## config.mk

```make
export PLATFORM = sky130hd
export DESIGN_NAME = drs_cell
export DESIGN_NICKNAME = d
export VERILOG_FILES = /design/src/rtl/core/drs_pkg.sv /design/src/rtl/core/drs_cell.sv
export SDC_FILE = /design/constraint.sdc
export NUM_CORES = 1
export LEC_CHECK = 0
export ABC_CLOCK_PERIOD_IN_PS = 2700
export BUFFER_PORTS_ARGS = -buffer_cell sky130_fd_sc_hd__buf_2
export CAP_MARGIN = 5
export CORE_MARGIN = 3
export CORE_UTILIZATION = 23
export CTS_CLUSTER_SIZE = 20
export DETAILED_ROUTE_END_ITERATION = 6
export SYNTH_ARGS = -nofsm -noshare
export SYNTH_HDL_FRONTEND = slang
export SYNTH_SLANG_ARGS = --single-unit
```

## constraint.sdc

```tcl
create_clock -name clk_i -period 2.7 [get_ports clk_i]
set_input_delay 0.405 -clock clk_i [delete_from_list [all_inputs] [get_ports clk_i]]
set_output_delay 0.405 -clock clk_i [all_outputs]
set_load 0.01 [all_outputs]
```

## src/rtl/core/drs_pkg.sv

```systemverilog
// Package with the constants and types of the decimal radix sort block.
`timescale 1ns / 1ps
package drs_pkg;

  localparam int unsigned MAX_ITEMS = 64;
  localparam int unsigned VAL_W     = 30;
  localparam int unsigned ADDR_W    = $clog2(MAX_ITEMS);
  localparam int unsigned CNT_W     = $clog2(MAX_ITEMS + 1);

  localparam logic [VAL_W-1:0] VALUE_CAP = VAL_W'(999999999);

  typedef struct packed {
    logic [VAL_W-1:0] key_value;
    logic             last_item;
  } drs_in_t;

  typedef struct packed {
    logic [VAL_W-1:0] sorted_value;
    logic             final_result;
  } drs_out_t;

  // One value slot of the sorting chain.
  typedef struct packed {
    logic             vld;
    logic [VAL_W-1:0] val;
  } drs_slot_t;

endpackage

```

## src/rtl/core/drs_cell.sv

```systemverilog
// One cell of the insertion sorting chain: keeps the smaller value, passes the larger on; a pop takes the right value.
`timescale 1ns / 1ps
module drs_cell
  import drs_pkg::*;
(
  input  logic      clk_i,
  input  logic      rst_ni,
  input  logic      pop_i,
  input  drs_slot_t ins_i,
  input  drs_slot_t right_i,
  output drs_slot_t held_o,
  output drs_slot_t pass_o
);

  drs_slot_t held_q, held_d;
  drs_slot_t pass_q, pass_d;

  always_comb begin
    held_d = held_q;
    pass_d = '0;
    if (pop_i) begin
      // The whole chain shifts one cell toward the head.
      held_d = right_i;
    end else if (ins_i.vld) begin
      if (!held_q.vld) begin
        held_d = ins_i;
      end else if (ins_i.val < held_q.val) begin
        held_d = ins_i;
        pass_d = held_q;
      end else begin
        pass_d = ins_i;
      end
    end
  end

  always_ff @(posedge clk_i or negedge rst_ni) begin
    if (!rst_ni) begin
      held_q <= '0;
      pass_q <= '0;
    end else begin
      held_q <= held_d;
      pass_q <= pass_d;
    end
  end

  assign held_o = held_q;
  assign pass_o = pass_q;

endmodule

```

# After elaboration in Yosys (flattened, before gate mapping)
# Cells that the tools add are included.
word_totals:
  regBits: 62
  latchBits: 0
  ramBits: 0
  rom_bits: 0
  inputBits: 65
  out_inout_bits: 62
  elab_cells: 16
  mem_count: 0
op_classes:
  n_addsub: 0
  mul: 0
  div_mod_pow: 0
  magnitude_cmp: 1
  n_eq_ne: 1
  shifts: 0
  muxes: 8
  n_bitwise: 0
  reduce_logical: 2
ops:
  columns: ["op", "n"]
  rows:
  - ["2-to-1 mux 31 bit", 5]
  - ["2-to-1 mux 30 bit", 3]
  - ["< comparator 30 bit", 1]
  - ["!= test 3 x 2 -> 1 bit, second input constant", 1]
  - ["AND reduction 2 bit", 1]
  - ["nonzero test 2 bit", 1]

# Logic depth before layout (Yosys ltp)
# Gate-level depths: netlist of run 1.
depth:
  depth_word: 5
  depth_mapped: 9

# Least setup slack after synthesis of run 1
# OpenSTA, ideal clock, no wires.
synth_timing:
  path_kind: "reg2reg"
  start: "register held_q, in the netlist held_o[9]"
  end: "register held_q, in the netlist held_o[0]"
  setup_time_ns: 0.094
  arrival_ns: 1.917
  setup_slack_ns: 0.689
  path_stages_with_launch: 10
  path_buffers: 1
  synth_period_minus_slack_ns: 2.011
  cell_sequence: "dfrtp_1 > inv_1 > ha_1 > a21oi_1 > o21ai_0 > a21o_1 > a31o_1 > a21o_2 > buf_6 > a221oi_2"
synth_via:
  elab_chain_cells: 3
synth_rtl:
  columns: ["element", "line_no", "text"]
  rows:
  - ["from (decl)", "drs_cell.sv:15", "drs_slot_t held_q, held_d;"]
  - ["from (signal assigned)", "drs_cell.sv:41", "held_q <= held_d;"]
  - ["< comparator 30 bit", "drs_cell.sv:27", "end else if (ins_i.val < held_q.val) begin"]
  - ["!= test 3 x 2 -> 1 bit (no line)", null, null]
  - ["AND reduction 2 bit (no line)", null, null]
# Every way passes these cells.
# A chain may end at the register's enable or synchronous reset.

# Final worst setup path of run 1
layout_timing:
  start: "register held_q, in the netlist held_o[13]"
  end: "register held_q, in the netlist held_o[0]"
# Same word-level chain as after synthesis.

==> qor.csv, run 1 <==
metric,value,unit
final-setup-viol-count,0,
ff2ff_path_depth,9,
regToRegStartpoint,held_o[13],
drtAntennaViolNets,0,
synth_most_common_cell,nand2_1,
vias,3667,
ys.flop_type,dfrtp_1,
yosysUniqueCellTypes,31,
first_pass_iters,4,
fin_crit,2.36,ns
p_comb_share,35.4,%
cts_tree,yes,
place_congestion,0.750,
syn_nets,539,
outcome,"complete, no violations",
ioPinCount,127,
p_leak,0.00280,uW
drc,0,
clock_power_share,31.4,%
synth_warnings,0,
yosysSeqAreaShare,37.2,%
wl_met2,5970,um
p_int,2310,uW
first_iter_violations,136,
grt-ovfl-total,0,
rrSetupSlack,0.34,ns
seq_power_share,33.2,%
synth_edf_count,0,
synthTopCellsByArea,"dfrtp_1, mux2i_1, a221oi_2, nand2_1, ha_1",
wl_met3,752,um
post-route-period-util,87.3,%
antenna_found_initial,0,
wirelength,12700,um
cp_data_arrival_time,2.56,ns
cts_made_buffers,9,
async_flop_share,100,%
highest_layer,met4,
swShare,36.2,%
grt_util_all_layers,13.0,%
irDropWorstVdd,0.386,mV
dpl.hpwl,9340,um
placed_cells,784,
fill_cells,1867,
n_antenna_cell,0,
core-area,0.0175,mm2
synth_top_area_cell,dfrtp_1,
p_sw,1310,uW
drv_cap,0,
io_buffer_count,126,
dieArea,0.0198,mm2
ctsHoldBuffers,0,
cts.htree.levels,3,
rsz0062_at_grt,false,
routedWlPerCell,15.8,um
clk_pin_slew,0.06,ns
post_cts_buffers,0,
ys_ff_latch,62,
p_per_area,670,mW/mm2
fin_cells,800,
final_nets,664,
cts_resized,0,
required,2.90,ns
max_freq,424,MHz
postSynthCellCount,445,
grt_pass1_wl,20200,um
drv_slew,0,
die_w,141,um
hp-class,in2async,
setup_tns,0,ns
critical_path_class,reg2reg,
area_growth,29.5,%
first_global_vias,3733,
slew_headroom,54.3,%
grt_max_degree,38,
worst_setup_path_end_kind,flip-flop,
drive_gt1_share,33.9,%
skew,0.00674,ns
hold_violations,0,
clockRootBuffer,clkbuf_16,
synth_top_area_share,37.2,%
startpoint_type,flip-flop,
avgSynthCellArea,9.37,um2
dieHeight,141,um
r2r-end,held_o[0],
via_per_inst,4.58,
tightest_slew,0.684,ns
clkLatencyLatePin,0.34,ns
synthTopCellsByCount,"nand2_1, dfrtp_1, mux2i_1",
clock_sinks,62,
row_count,48,
wirelength_met1,5750,um
clk_path_buf_depth,2,
critPathMaxFanout,16,
initial_core_util,23.8,%
netlist_area,0.00417,mm2
[power by group through the flow]
stage | Combinational [uW] | Sequential [uW] | Clock, uW
finish | 1280 | 1200 | 1140
global route | 1420 | 1230 | 1220
CTS | 1300 | 1200 | 1180
detailed placement | 1300 | 1220 | 0
global placement | 1280 | 1220 | 0
floorplan | 780 | 1250 | 0
[through the flow]
stage	worst slack, ns	util, %	hold slack (ns)	instance area (um2)	total power (uW)
after floorplan	0.689	-	0.109	4170	2030
final	0.343	30.8	0.0905	5400	3620
after global routing	0.154	30.8	0.137	5400	3870
after global placement	0.291	29.2	0.468	5120	2490
after detailed placement	0.260	29.2	0.475	5120	2510
after CTS	0.314	30.8	0.103	5400	3680
[kinds of logic (layout without fill, tap and decap cells)]
family	count (synthesis)	after routing	synth area share, %
muxes	60	60	14.4
AOI/OAI and AO/OA	89	89	18.7
DFF	62	62	37.2
buffers and inverters	58	188	6.66
and+or+nand+nor	147	147	14.3
adders and majority gates	29	29	8.70
[critical path, cell delays in order, from the launching register on]
cell	delay, ns
dfrtp_1	0.41
inv_1	0.06
ha_1	0.29
a21oi_1	0.15
o21ai_0	0.15
a21o_1	0.18
a31o_1	0.28
a211oi_4	0.25
buf_4	0.34
a221oi_2	0.11
[state kept, by name, indices dropped and copies added, names as in the netlist]
name	flops
pass_o	31
held_o	31
[cell usage in the layout, fill, tap and decap left out]
| cell type | count |
|---|---|
| nand2b_1 | 1 |
| clkbuf_1 | 2 |
| nor2_4 | 1 |
| nor2_1 | 35 |
| nor4_4 | 1 |
| o21bai_2 | 1 |
| a211oi_4 | 1 |
| nand3_1 | 1 |
| buf_2 | 126 |
| o221ai_1 | 1 |
| buf_4 | 12 |
| clkbuf_16 | 9 |
| bufinv_16 | 1 |
| a221oi_2 | 30 |
| nand2_1 | 100 |
| a21oi_4 | 1 |
| a211oi_1 | 1 |
| nand4_2 | 1 |
| o211ai_1 | 1 |
| a21oi_1 | 14 |
| dfrtp_1 | 62 |
| ha_1 | 29 |
| nand2b_2 | 1 |
| nor3_1 | 1 |
| a21o_1 | 1 |
| or2_2 | 1 |
| buf_12 | 4 |
| a21o_2 | 1 |
| clkinv_2 | 4 |
| inv_1 | 30 |
| o21ai_0 | 35 |
| a22oi_1 | 1 |
| nand4_1 | 4 |
| mux2i_1 | 60 |
| a31o_1 | 1 |
[how the worst max path moves through the flow]
stage	startpoint	to	cells after the start
2_1_floorplan	held_o[9]	held_o[0]	9
4_1_cts	held_o[15]	held_o[21]	9
6_report	held_o[13]	held_o[0]	9
5_1_grt	held_o[17]	held_o[9]	9
3_3_place_gp	ins_i[17]	held_o[12]	9
3_5_place_dp	ins_i[13]	held_o[8]	9
[metal layers]
layer	global-route usage, %	vias to the layer above
met4	4.28	0
li1	-	1803
met5	0	-
met3	3.43	14
met1	16.7	1734
met2	21.3	116
[final cells by class]
type / count / area (um2) / share of cell area [%]
Clock buffer: 11 / 233 / 4.31
Inverter: 30 / 113 / 2.09
Clock inverter: 5 / 50.0 / 0.927
Tap cell: 225 / 282 / 5.21
Multi-Input combinational cell: 325 / 2370 / 43.9
Timing Repair Buffer: 142 / 801 / 14.8
Sequential cell: 62 / 1550 / 28.7
Note: power is estimated with default switching activity, not from simulation.
==> inputs of run 2 (changes only) <==
CORE_UTILIZATION = 30   (was 23)
RECOVER_POWER = 25   (was unset)
SLEW_MARGIN = 5   (was unset)
==> qor.csv, run 2 (synthesis results as in run 1) <==
metric,value,unit,change
drtAntennaViolNets,0,,unchanged
ioPinCount,127,,unchanged
dieHeight,124,um,was 141 um
clock_sinks,62,,unchanged
grt-ovfl-total,0,,unchanged
final_nets,662,,was 664
first_iter_violations,122,,was 136
initial_core_util,31.1,%,was 23.8%
hold_violations,0,,unchanged
ff2ff_path_depth,10,,was 9
p_leak,0.00277,uW,was 0.00280 uW
drv_slew,28,,was 0
cp_data_arrival_time,2.59,ns,was 2.56 ns
hp-class,in2reg,,was in2async
cts.htree.levels,3,,unchanged
core-area,0.0134,mm2,was 0.0175 mm2
die_w,124,um,was 141 um
grt_util_all_layers,15.5,%,was 13.0%
dpl.hpwl,8800,um,was 9340 um
required,2.90,ns,about the same
rsz0062_at_grt,false,,unchanged
io_buffer_count,126,,unchanged
holdPathStages,3,,
fin_crit,2.39,ns,was 2.36 ns
ctsHoldBuffers,0,,unchanged
drc,0,,unchanged
p_total,3490,uW,was 3620 uW
post_cts_buffers,0,,unchanged
clk_pin_slew,0.05,ns,was 0.06 ns
cts_made_buffers,9,,unchanged
drive_gt1_share,33.1,%,was 33.9%
cts_resized,0,,unchanged
clk_path_buf_depth,2,,unchanged
holdPathEnd,held_o[30],,
cts_tree,yes,,unchanged
worst_setup_path_end_kind,flip-flop,,unchanged
layout_commonest_cell,buf_2,,unchanged
r2r-end,held_o[17],,was held_o[0]
outcome,finished with violations,,"was complete, no violations"
final_util,39.5,%,was 30.8%
clockRootBuffer,clkbuf_16,,unchanged
irDropWorstVdd,0.261,mV,was 0.386 mV
clkLatencyLatePin,0.33,ns,was 0.34 ns
violations,"max-capacitance violations, max-slew violations",,
placed_cells,733,,was 784
skew,0.00707,ns,was 0.00674 ns
rrSetupSlack,0.31,ns,was 0.34 ns
critPathMaxFanout,13,,was 16
tightest_slew,1.51,ns,was 0.684 ns
row_count,42,,was 48
place_congestion,0.762,,was 0.750
critical_path_class,reg2reg,,unchanged
hp-start,right_i[30],,
fin_hold_ws,0.290,ns,was 0.0905 ns
first_global_vias,3689,,was 3733
wirelength,11800,um,was 12700 um
post-route-period-util,88.6,%,was 87.3%
via_per_inst,4.96,,was 4.58
slew_headroom,-0.459,%,was 54.3%
area_growth,26.8,%,was 29.5%
final_cell_mix,"buf_2, nand2_1, dfrtp_1, mux2i_1",,unchanged
fin_cells,747,,was 800
p_per_area,659,mW/mm2,was 670 mW/mm2
startpoint_type,flip-flop,,unchanged
grt_max_degree,42,,was 38
antenna_found_initial,0,,unchanged
vias,3704,,was 3667
first_pass_iters,4,,unchanged
grt_pass1_wl,18300,um,was 20200 um
dieArea,0.0154,mm2,was 0.0198 mm2
setup_tns,0,ns,unchanged
max_freq,418,MHz,was 424 MHz
regToRegStartpoint,held_o[17],,was held_o[13]
drv_cap,1,,was 0
n_antenna_cell,0,,unchanged
final-setup-viol-count,0,,unchanged
routedWlPerCell,15.7,um,was 15.8 um
-- run 2: power by group --
part | leakage (uW) | switching [uW] | internal [uW]
registers | 0.000788 | 141 | 1060
logic | 0.00186 | 726 | 535
clock network | 0.000128 | 391 | 632
total | 0.00277 | 1260 | 2230
-- run 2: per-layer routing --
metal | GRT usage (%) | vias to the layer above | share of wire (%)
met5 | 0 | - | 0
met4 | 6.23 | 0 | 2.0
met3 | 3.00 | 16 | 5.7
met2 | 27.2 | 105 | 49
met1 | 18.5 | 1784 | 43
li1 | - | 1799 | -
-- run 2: worst max-delay path by stage --
| stage | start | endpoint | slack (ns) | depth (start not counted) |
|---|---|---|---|---|
| after floorplan | held_o[9] | held_o[0] | 0.69 | 9 |
| after global placement | ins_i[17] | held_o[11] | 0.26 | 10 |
| after detailed placement | ins_i[17] | held_o[14] | 0.20 | 10 |
| after CTS | held_o[17] | held_o[14] | 0.27 | 10 |
| after global routing | held_o[25] | held_o[19] | 0.11 | 10 |
| final | held_o[17] | held_o[17] | 0.31 | 10 |
-- run 2: cell type report --
class,count,area (um2)
well taps,176,220
flip-flops and latches,62,1550
inverters,30,113
multi-input cells,325,2370
clock buffers,12,246
clock inverters,2,10.0
repair buffers,140,782
fillers,1341,8110
-- run 2: per-stage QoR --
stage | cell area, um2 | setup slack (ns)
5_1_grt | 5290 | 0.115
3_3_place_gp | 5050 | 0.259
6_report | 5290 | 0.309
3_5_place_dp | 5050 | 0.196
2_1_floorplan | 4170 | 0.689
4_1_cts | 5310 | 0.265
-- run 2: worst max-delay path: stages (launching register included) --
cell	delay, ns
dfrtp_1	0.42
inv_1	0.06
ha_1	0.31
a21oi_1	0.12
o21ai_0	0.16
a22oi_1	0.18
o211ai_1	0.20
buf_4	0.20
a211oi_4	0.21
buf_4	0.30
a221oi_2	0.10
